$ cat src/hw/rtl/dctw_pkg.sv
package dctw_pkg;

    localparam int CNT_W     = 64;
    localparam int RTC_W     = 32;
    localparam int DIV_W     = 20;
    localparam int REM_W     = DIV_W + 1;
    localparam int PROD_W    = RTC_W + DIV_W;
    localparam int PERIOD_W  = 16;
    localparam int CFG_IDX_W = 1;
    localparam int STEPS     = CNT_W / 2;
    localparam int STEP_W    = $clog2(STEPS);

    localparam logic [DIV_W-1:0] RELOAD_PERIOD = DIV_W'(900000);
    localparam logic [DIV_W-1:0] US_PER_SECOND = DIV_W'(1000000);
    localparam logic [CNT_W-1:0] US_PER_TICK   = CNT_W'(1000);
    localparam logic [CNT_W-1:0] STALL_LIMIT   = CNT_W'(20480);

    localparam logic [PERIOD_W-1:0] SWITCH_PERIOD_RST = PERIOD_W'(10);

    localparam logic [1:0] KIND_MAIN   = 2'd0;
    localparam logic [1:0] KIND_SECOND = 2'd1;

    localparam logic [CFG_IDX_W-1:0] REG_SWITCH_PERIOD = 1'd0;
    localparam logic [CFG_IDX_W-1:0] REG_PRECISE       = 1'd1;

    typedef struct packed {
        logic             done;
        logic [REM_W-1:0] rem;
    } mod_status_t;

    typedef enum logic [3:0] {
        S_IDLE       = 4'b0001,
        S_MOD_RELOAD = 4'b0010,
        S_MOD_SWITCH = 4'b0100,
        S_FINISH     = 4'b1000
    } state_t;

endpackage

$ cat src/hw/rtl/dual_core_tick_watchdog_top.sv
// Core 0 transactions pass through the remainder unit; other kinds go straight to the result register.
// One transaction at a time: the next is taken once the result is registered.
// Core 0 work: two passes of the shared 2-bit-per-cycle remainder unit.
// The result register lets a new transaction in while the previous result waits.
// Reset (rst_n, async low) clears counts, epoch, watchdog, precise mode and sets switch_period to 10.
module dual_core_tick_watchdog_top
    import dctw_pkg::*;
(
    input  logic                 clk,
    input  logic                 rst_n,
    input  logic                 in_valid,
    output logic                 in_ready,
    input  logic [1:0]           kind,
    input  logic [RTC_W-1:0]     rtc_seconds,
    output logic                 out_valid,
    input  logic                 out_ready,
    output logic [CNT_W-1:0]     main_ticks,
    output logic [CNT_W-1:0]     second_ticks,
    output logic [CNT_W-1:0]     epoch_us,
    output logic                 epoch_reloaded,
    output logic                 task_switch,
    output logic                 send_nmi,
    input  logic                 cfg_valid,
    output logic                 cfg_ready,
    input  logic [CFG_IDX_W-1:0] cfg_index,
    input  logic [PERIOD_W-1:0]  cfg_data
);

    state_t              state_reg;
    state_t              state_next;
    logic [PERIOD_W-1:0] switch_period_reg;
    logic                precise_reg;
    logic [CNT_W-1:0]    main_reg;
    logic [CNT_W-1:0]    second_reg;
    logic [CNT_W-1:0]    last_seen_reg;
    logic                nmi_sent_reg;
    logic [CNT_W-1:0]    epoch_reg;
    logic [1:0]          kind_reg;
    logic [RTC_W-1:0]    rtc_reg;
    logic [PROD_W-1:0]   prod_reg;
    logic                nmi_flag_reg;
    logic                rel_zero_reg;
    logic                sw_zero_reg;
    logic                start_reg;
    logic                out_valid_reg;
    logic [CNT_W-1:0]    main_out_reg;
    logic [CNT_W-1:0]    second_out_reg;
    logic [CNT_W-1:0]    epoch_out_reg;
    logic                reloaded_out_reg;
    logic                switch_out_reg;
    logic                nmi_out_reg;

    logic                in_fire;
    logic                out_free;
    logic                finish_fire;
    logic [CNT_W-1:0]    main_new;
    logic [CNT_W-1:0]    second_new;
    logic                wd_advanced;
    logic                wd_trip;
    logic                reload;
    logic                do_switch;
    logic [CNT_W-1:0]    epoch_new;
    logic [DIV_W-1:0]    divisor;
    mod_status_t         mod_st;

    assign in_ready    = (state_reg == S_IDLE);
    assign in_fire     = in_valid && in_ready;
    assign out_free    = !out_valid_reg || out_ready;
    assign finish_fire = (state_reg == S_FINISH) && out_free;
    assign cfg_ready   = 1'b1;

    assign main_new    = ((main_reg < second_reg) ? second_reg : main_reg) + 1'b1;
    assign second_new  = ((second_reg == '0) ? main_reg : second_reg) + 1'b1;
    assign wd_advanced = main_reg > last_seen_reg;
    assign wd_trip     = !wd_advanced && !nmi_sent_reg
                         && (second_new > last_seen_reg + STALL_LIMIT);

    assign divisor = (state_reg == S_MOD_SWITCH) ? DIV_W'(switch_period_reg) : RELOAD_PERIOD;

    dctw_mod_unit u_mod (
        .clk      (clk),
        .rst_n    (rst_n),
        .start    (start_reg),
        .dividend (main_reg),
        .divisor  (divisor),
        .status   (mod_st)
    );

    always_comb
    begin
        reload    = (epoch_reg == '0) || rel_zero_reg;
        do_switch = (switch_period_reg != '0) && sw_zero_reg;
        if (reload)
        begin
            epoch_new = CNT_W'(prod_reg);
        end
        else if (!precise_reg)
        begin
            epoch_new = epoch_reg + US_PER_TICK;
        end
        else
        begin
            epoch_new = epoch_reg;
        end
    end

    always_comb
    begin
        state_next = state_reg;
        unique case (state_reg)
            S_IDLE:
            begin
                if (in_fire)
                begin
                    state_next = (kind == KIND_MAIN) ? S_MOD_RELOAD : S_FINISH;
                end
            end
            S_MOD_RELOAD:
            begin
                if (mod_st.done)
                begin
                    state_next = S_MOD_SWITCH;
                end
            end
            S_MOD_SWITCH:
            begin
                if (mod_st.done)
                begin
                    state_next = S_FINISH;
                end
            end
            S_FINISH:
            begin
                if (out_free)
                begin
                    state_next = S_IDLE;
                end
            end
            default:
            begin
                state_next = S_IDLE;
            end
        endcase
    end

    always_ff @(posedge clk or negedge rst_n)
    begin
        if (!rst_n)
        begin
            state_reg         <= S_IDLE;
            switch_period_reg <= SWITCH_PERIOD_RST;
            precise_reg       <= 1'b0;
            main_reg          <= '0;
            second_reg        <= '0;
            last_seen_reg     <= '0;
            nmi_sent_reg      <= 1'b0;
            epoch_reg         <= '0;
            start_reg         <= 1'b0;
            out_valid_reg     <= 1'b0;
        end
        else
        begin
            state_reg <= state_next;
            start_reg <= (in_fire && (kind == KIND_MAIN))
                         || ((state_reg == S_MOD_RELOAD) && mod_st.done);

            if (cfg_valid && cfg_ready)
            begin
                unique case (cfg_index)
                    REG_SWITCH_PERIOD: switch_period_reg <= cfg_data;
                    REG_PRECISE:       precise_reg       <= cfg_data[0];
                    default:           ;
                endcase
            end

            if (in_fire)
            begin
                if (kind == KIND_MAIN)
                begin
                    main_reg <= main_new;
                end
                else if (kind == KIND_SECOND)
                begin
                    second_reg <= second_new;
                    if (wd_advanced)
                    begin
                        last_seen_reg <= main_reg;
                        nmi_sent_reg  <= 1'b0;
                    end
                    else if (wd_trip)
                    begin
                        nmi_sent_reg <= 1'b1;
                    end
                end
            end

            if (finish_fire && (kind_reg == KIND_MAIN))
            begin
                epoch_reg <= epoch_new;
            end

            if (finish_fire)
            begin
                out_valid_reg <= 1'b1;
            end
            else if (out_ready)
            begin
                out_valid_reg <= 1'b0;
            end
        end
    end

    always_ff @(posedge clk)
    begin
        prod_reg <= PROD_W'(rtc_reg) * PROD_W'(US_PER_SECOND);
        if (in_fire)
        begin
            kind_reg     <= kind;
            rtc_reg      <= rtc_seconds;
            nmi_flag_reg <= (kind == KIND_SECOND) && wd_trip;
        end
        if ((state_reg == S_MOD_RELOAD) && mod_st.done)
        begin
            rel_zero_reg <= (mod_st.rem == '0);
        end
        if ((state_reg == S_MOD_SWITCH) && mod_st.done)
        begin
            sw_zero_reg <= (mod_st.rem == '0);
        end
        if (finish_fire)
        begin
            main_out_reg   <= main_reg;
            second_out_reg <= second_reg;
            if (kind_reg == KIND_MAIN)
            begin
                epoch_out_reg    <= epoch_new;
                reloaded_out_reg <= reload;
                switch_out_reg   <= do_switch;
                nmi_out_reg      <= 1'b0;
            end
            else
            begin
                epoch_out_reg    <= epoch_reg;
                reloaded_out_reg <= 1'b0;
                switch_out_reg   <= 1'b0;
                nmi_out_reg      <= nmi_flag_reg;
            end
        end
    end

    assign out_valid      = out_valid_reg;
    assign main_ticks     = main_out_reg;
    assign second_ticks   = second_out_reg;
    assign epoch_us       = epoch_out_reg;
    assign epoch_reloaded = reloaded_out_reg;
    assign task_switch    = switch_out_reg;
    assign send_nmi       = nmi_out_reg;

endmodule

$ cat src/hw/rtl/dctw_mod_unit.sv
module dctw_mod_unit
    import dctw_pkg::*;
(
    input  logic             clk,
    input  logic             rst_n,
    input  logic             start,
    input  logic [CNT_W-1:0] dividend,
    input  logic [DIV_W-1:0] divisor,
    output mod_status_t      status
);

    logic [CNT_W-1:0]  quo_reg;
    logic [REM_W-1:0]  rem_reg;
    logic [REM_W-1:0]  rem_next;
    logic [STEP_W-1:0] cnt_reg;
    logic              busy_reg;
    logic              done_reg;
    logic [REM_W-1:0]  r1;
    logic [REM_W-1:0]  r2;
    logic [REM_W-1:0]  d_ext;

    // restoring remainder, two dividend bits per cycle
    always_comb
    begin
        d_ext = {1'b0, divisor};
        r1 = {rem_reg[REM_W-2:0], quo_reg[CNT_W-1]};
        if (r1 >= d_ext)
        begin
            r1 = r1 - d_ext;
        end
        r2 = {r1[REM_W-2:0], quo_reg[CNT_W-2]};
        if (r2 >= d_ext)
        begin
            r2 = r2 - d_ext;
        end
        rem_next = r2;
    end

    always_ff @(posedge clk or negedge rst_n)
    begin
        if (!rst_n)
        begin
            busy_reg <= 1'b0;
            done_reg <= 1'b0;
            cnt_reg  <= '0;
        end
        else
        begin
            done_reg <= !start && busy_reg && (cnt_reg == STEP_W'(STEPS - 1));
            if (start)
            begin
                busy_reg <= 1'b1;
                cnt_reg  <= '0;
            end
            else if (busy_reg)
            begin
                cnt_reg <= cnt_reg + 1'b1;
                if (cnt_reg == STEP_W'(STEPS - 1))
                begin
                    busy_reg <= 1'b0;
                end
            end
        end
    end

    always_ff @(posedge clk)
    begin
        if (start)
        begin
            quo_reg <= dividend;
            rem_reg <= '0;
        end
        else if (busy_reg)
        begin
            quo_reg <= {quo_reg[CNT_W-3:0], 2'b00};
            rem_reg <= rem_next;
        end
    end

    assign status.done = done_reg;
    assign status.rem  = rem_reg;

endmodule

$ cat config.mk
export PLATFORM = sky130hd
export DESIGN_NAME = dual_core_tick_watchdog_top
export DESIGN_NICKNAME = d
export VERILOG_FILES = /design/src/hw/rtl/dctw_pkg.sv /design/src/hw/rtl/dual_core_tick_watchdog_top.sv /design/src/hw/rtl/dctw_mod_unit.sv
export SDC_FILE = /design/constraint.sdc
export NUM_CORES = 2
export LEC_CHECK = 0
export CORE_MARGIN = 2
export CORE_UTILIZATION = 67
export CTS_BUF_LIST = sky130_fd_sc_hd__clkbuf_2
export DETAILED_ROUTE_END_ITERATION = 10
export DONT_BUFFER_PORTS = 1
export MAX_ROUTING_LAYER = met4
export PLACE_DENSITY = 0.83
export SYNTH_ARGS = -nofsm -noshare
export SYNTH_HDL_FRONTEND = slang
export SYNTH_SLANG_ARGS = --single-unit
$ cat constraint.sdc
create_clock -name clk -period 8.05 [get_ports clk]
set_clock_uncertainty 0.15 [all_clocks]
set_input_delay 0.4025 -clock clk [delete_from_list [all_inputs] [get_ports clk]]
set_output_delay 0.4025 -clock clk [all_outputs]
set_load 0.005 [all_outputs]
-- Word level (Yosys, flattened, before mapping)
Index checks and enable logic that the tools add are counted.
- input bits: 56
- output and inout bits: 198
- word-level logic and storage cells: 112
- register bits: 650
- add/subtract/negate cells: 7
- bitwise logic cells: 2
- multiply operators: 1
- equal/unequal tests: 10
- $lt $le $gt $ge: 5
- multiplexer cells: 25
- reductions and logical operators: 35
- operators with widths (kind ; count):
    64-bit two-way mux ; 7
    64-bit by 1-bit adder with 64-bit output, second input constant ; 2
    64-bit greater-than comparator ; 2
    64-bit logical NOT ; 2
    64-bit by 10-bit adder with 64-bit output, second input constant ; 1
    64-bit by 15-bit adder with 64-bit output, second input constant ; 1
    64-bit less-than comparator ; 1
    32-bit by 14-bit multiplier with 46-bit output, second input constant ; 1
    21-bit by 20-bit >= comparator with 1-bit output ; 2
    20-bit two-way mux ; 2
    21-bit logical NOT ; 1
    21-bit two-way mux ; 1
    21-bit by 20-bit subtractor with 21-bit output ; 1
    4-bit two-way mux ; 5
    20-bit subtractor ; 1
    4-bit case mux with 4 select lines ; 1
    16-bit nonzero test ; 1
    1-bit logical AND ; 12
    4-bit AND reduction ; 3
    5-bit two-way mux ; 2
    1-bit two-way mux ; 7
    2-bit by 1-bit inequality test with 1-bit output, second input constant ; 3
    2-bit AND reduction ; 3
    2-bit nonzero test ; 3
    other kinds (13) ; 20

-- Depth between registers and ports, before layout
- word-level depth: 7
- mapped depth: 30
- mapped depth without buffers: 27

-- Hierarchy
Synthesis repeated with hierarchy kept, for this count alone.
- cells, all modules: 4800
- area total of the unflattened synthesis: 46069.2 um^2
- modules (own cells, without submodules) (module ; cells each ; area an instance (um^2) ; sequential area each (um^2) ; times used):
    dual_core_tick_watchdog_top ; 4172 ; 39644.3 ; 14898.0 ; 1
    dctw_mod_unit ; 628 ; 6424.9 ; 2517.4 ; 1

-- Worst setup path before layout
OpenSTA, ideal clock, no wires.
- kind: reg2reg
- start: reg state_reg[0]
- end: reg u_mod.rem_reg[0]
- arrival time: 6.464 ns
- buffers on the path: 3
- cell stages (with the launch flop): 29
- setup slack: 1.350 ns
- library setup time: 0.086 ns
- required time: 7.814 ns
- clock period less this slack: 6.700 ns
- cell sequence: dfstp_2 nor2_1 nand2_1 clkinv_1 nand2_1 ha_1 nand4_1 or3_1 o41ai_1 o21bai_1 and2_1 buf_2 buf_1 nor2_1 a21oi_1 ha_1 nor2b_1 o2111ai_1 nand3_1 a311oi_1 o21bai_1 a21o_1 a221o_1 or2_2 o221ai_1 nor2b_1 clkbuf_1 mux2_2 a211oi_1
- cells in the longest elaborated chain, start to end: 6
- elaborated cells between the ends (all ways): 8
- classes of those cells: add/sub: 2; order compare: 2; eq/ne: 1; mux: 3
- RTL lines (element ; line ; RTL):
    start: declaration ; dual_core_tick_watchdog_top.sv:29 ; state_t state_reg;
    start signal: assignment ; dual_core_tick_watchdog_top.sv:163 ; state_reg <= state_next;
    4-bit by 3-bit == test with 1-bit output * ; dual_core_tick_watchdog_top.sv:78 ; assign divisor = (state_reg == S_MOD_SWITCH) ? DIV_W'(switch_period_reg) : RELOAD_PERIOD;
    20-bit two-way mux * ; dual_core_tick_watchdog_top.sv:78 ;
    20-bit subtractor or 21-bit by 20-bit >= comparator with 1-bit output (tied branches) ; dctw_mod_unit.sv:29, dctw_mod_unit.sv:27 ;
    20-bit two-way mux ; dctw_mod_unit.sv:27 ; if (r1 >= d_ext)
    21-bit by 20-bit >= comparator with 1-bit output ; dctw_mod_unit.sv:32 ; if (r2 >= d_ext)
    21-bit two-way mux * ; dctw_mod_unit.sv:32 ;
    end signal: assignment ; dctw_mod_unit.sv:76 ; rem_reg <= rem_next;
    end: declaration ; dctw_mod_unit.sv:13 ; logic [REM_W-1:0] rem_reg;
Mark *: on every way between the ends. The rest lies on a longest branch, timed or not.
A chain may end at the register's enable or synchronous reset.

-- Worst setup path after layout
- start: reg second_reg[55]
- end: reg nmi_flag_reg (data pin)
- cells in the longest elaborated chain, start to end: 6
- RTL lines (element ; line ; RTL):
    start: declaration ; dual_core_tick_watchdog_top.sv:34 ; logic [CNT_W-1:0] second_reg;
    start signal: assignment ; dual_core_tick_watchdog_top.sv:184 ; second_reg <= second_new;
    64-bit logical NOT ; dual_core_tick_watchdog_top.sv:73 ; assign second_new = ((second_reg == '0) ? main_reg : second_reg) + 1'b1;
    64-bit two-way mux ; dual_core_tick_watchdog_top.sv:73 ;
    64-bit by 1-bit adder with 64-bit output ; dual_core_tick_watchdog_top.sv:73 ;
    net second_new[25] ; dual_core_tick_watchdog_top.sv:57 ; logic [CNT_W-1:0] second_new;
    64-bit greater-than comparator ; dual_core_tick_watchdog_top.sv:76 ; && (second_new > last_seen_reg + STALL_LIMIT);
    1-bit logical AND ; dual_core_tick_watchdog_top.sv:76 ;
    1-bit logical AND ; dual_core_tick_watchdog_top.sv:220 ; nmi_flag_reg <= (kind == KIND_SECOND) && wd_trip;
    end signal: assignment ; dual_core_tick_watchdog_top.sv:220 ;
    end: declaration ; dual_core_tick_watchdog_top.sv:41 ; logic nmi_flag_reg;
The timed path passes the listed nets, and every way through them passes these cells.

==> reports/metrics.csv <==
metric,value,unit
"Cell Area, Synth",0.0455,mm^2
final WL,146,mm
Compound-Gate Fraction of Synth Area,14.8,%
final core occ,74.0,%
post-synthesis sequential area ratio,38.3,%
WP data required,8970,ps
Tot GR Track Use,42.8,%
vias per inst,6.69,
setup TNS,0,ps
DIE AREA,0.0700,mm^2
setup violators final,0,
top area cells in the synthesized netlist,"edfxtp_1 (20%), dfrtp_1 (16%), ha_1 (11%)",
"Setup Fix Bufs, Post-CTS",0,
#FFs+latches synth,650,
# Max-Cap Violations,0,
Hold WC Path Type,in2async,
Hold Fails Final Rpt,1,
Mapped Avg Cell Area,9.60,um^2
"critical path fanouts, max",10,
Mapped Nets,5320,
antenna violations before repair,7,
Final ANT Viol Nets,0,
Main synth FF type,edfxtp_1,
DR pass1 iterations,7,
main combinational cell family by area after synthesis,adder cells,
grt ovf,0,
slew of the pin with the lowest slew margin,1230,ps
Seq. cell area,0.0174,mm^2
RSZ-0062 raised after global routing,false,
met3 wire len,18.8,mm
IO Port Bufs,0,
H-tree Lvls,4,
Syn Inst Count,4739,
"EDFF count, synth",296,
synthesis warning total,0,
M1 wire length,57.1,mm
fin crit period,7580,ps
fin nets,5498,
post-synth cell types,97,
Vias,39700,
Crit. Startpoint,second_reg[55],
Area Overhead vs Synth,9.29,%
num ports,254,
clk buf depth,3,
startpoint types,register,
CTS Buf Count,165,
Max Used Layer,met4,
simple-gate share of the synthesized area,15.7,%
setup ws final,468,ps
Initial DRC Count,5557,
failing checks,negative hold slack,
Post-route DRC,0,
adder-cell share of the synthesized area,16.7,%
layout cells sized above 1,11.6,%
mux cell area share after synthesis,5.64,%
FMAX,0.132,GHz
slew margin rel.,15.3,%
reg2reg start,second_reg[55],
final max-slew violation count,0,
core footprint,0.0672,mm^2
Worst-Skew Late Latency,1500,ps
vias in the first global route,38200,
largest net degree at the start of global routing,288,
kind of end point of the critical path,register,
Placement Setup Slack,487,ps
Die X,265,um
Post-Synth XOR/XNOR Area,3.91,%
Post-synth ARST share,44.2,%
CTS tree,yes,
clock root cell,clkbuf_2,
GPL Wtd Cong,1.08,
wire length per cell,24.6,um
status,"finished, violations left",
Fillers,4831,
Core Rows,95,
Setup CP Type,reg2reg,
cell taking the most area after synthesis,edfxtp_1,
period utilization,94.2,%
CTS sink cnt,650,
"Reg clk slew, reported paths",120,ps
met2 wire len,62.4,mm
Die Ht,265,um
WP data arrival,8500,ps
initial core utilization,67.7,%
first-pass GRT wire length,223,mm
hpwl dp,101,mm
worst hold slack,-4.91,ps
Multi-input gate area,0.0259,mm^2
top cell type's share of synthesized area,19.5,%
## cell families after synthesis
family                   count (synthesis)
multiplexers                           236
AND/OR/NAND/NOR                       1440
buffers and inverters                  590
AO/OA/AOI/OAI                         1095
XOR/XNOR                               202
other                                    1
adder cells (fa/ha/maj)                525
flip-flops                             650
## Yosys cell counts (66+ instances only)
library cell and count:
a21o_1 108, a21oi_1 349, a31oi_1 71, clkbuf_1 177, dfrtp_1 284, dfxtp_1 67
edfxtp_1 296, fa_1 137, ha_1 388, inv_1 350, mux2_2 162, mux2i_1 74
nand2_1 378, nand3_1 134, nand4_1 123, nor2_1 373, nor3_1 99, nor4_1 66
o21ai_0 267, xnor2_1 153
## worst max-delay path: stages, from the launching register on
cell and delay, ps:
dfrtp_1 490, nor4_1 620, nand4_1 410, nor3_4 590
a31oi_1 360, nor4_4 360, nand3_2 330, nor3_1 780
nand4_1 270, xnor2_1 260, nand2_1 90, ha_1 320
a21o_1 170, a21o_1 180, a21o_1 170, a21o_1 170
a21o_1 170, a21o_1 160, a21oi_1 330, o221ai_1 260
o31ai_1 480, nor4_1 110
## through the flow
step | cell area [um^2] | std cells
floorplan | 45500 | 4739
global placement | 46500 | 5472
detailed placement | 46500 | 5472
CTS | 49700 | 5927
global route | 49700 | 5934
finish | 49700 | 5935
## per-layer routing
| metal | track usage, % | up-vias |
|---|---|---|
| met3 | 11.3 | 573 |
| li1 | - | 17500 |
| met4 | 21.2 | 0 |
| met2 | 60.6 | 2713 |
| met1 | 57.0 | 18900 |
| met5 | - | - |
## path summary, 6_finish.rpt
check | to | slack [ps] | cells after the start
min | main_reg[55] | -5 | 3
min reg2reg | epoch_reg[7] | 310 | 2
max reg2reg | nmi_flag_reg | 470 | 21
max in group asynchronous | u_mod.cnt_reg[0] | 6260 | 4
min in group clk | switch_period_reg[11] | 50 | 3
max | nmi_flag_reg | 470 | 21
## cell usage in the layout (no fill, tap or decap), types with 20 or more instances in the layout
master and instances:
a211oi_1 42, a21o_1 107, a21oi_1 348, a31oi_1 71
and2_1 20, and3_1 50, buf_4 96, clkbuf_2 225
clkinv_1 49, dfrtp_1 283, dfxtp_1 67, dlygate4sd3_1 149
edfxtp_1 296, fa_1 137, ha_1 388, inv_1 349
mux2_2 162, mux2i_1 74, nand2_1 375, nand2b_1 30
nand3_1 134, nand4_1 123, nor2_1 369, nor2b_1 42
nor3_1 98, nor4_1 66, o21a_1 28, o21ai_0 267
o22a_1 40, or3_1 29, xnor2_1 153, xor2_1 48
## what timing repair did
action                                  4_1_cts  5_1_grt
hold endpoints to repair                    607        0
resized for setup                             0        7
endpoints found under the setup margin        0       20
hold buffers                                150        0
## cell type report
cell class,instances,area share [%]
Tap cell,873,2.20
Clock buffer,225,2.27
Clock inverter,80,1.05
Inverter,351,2.67
Sequential cell,650,35.0
Timing Repair Buffer,250,4.68
Antenna cell,7,0.0352
Multi-Input combinational cell,3499,52.1
Power is not shown: default switching activity piles up to over one toggle a cycle in this logic, so the estimate is an artifact.
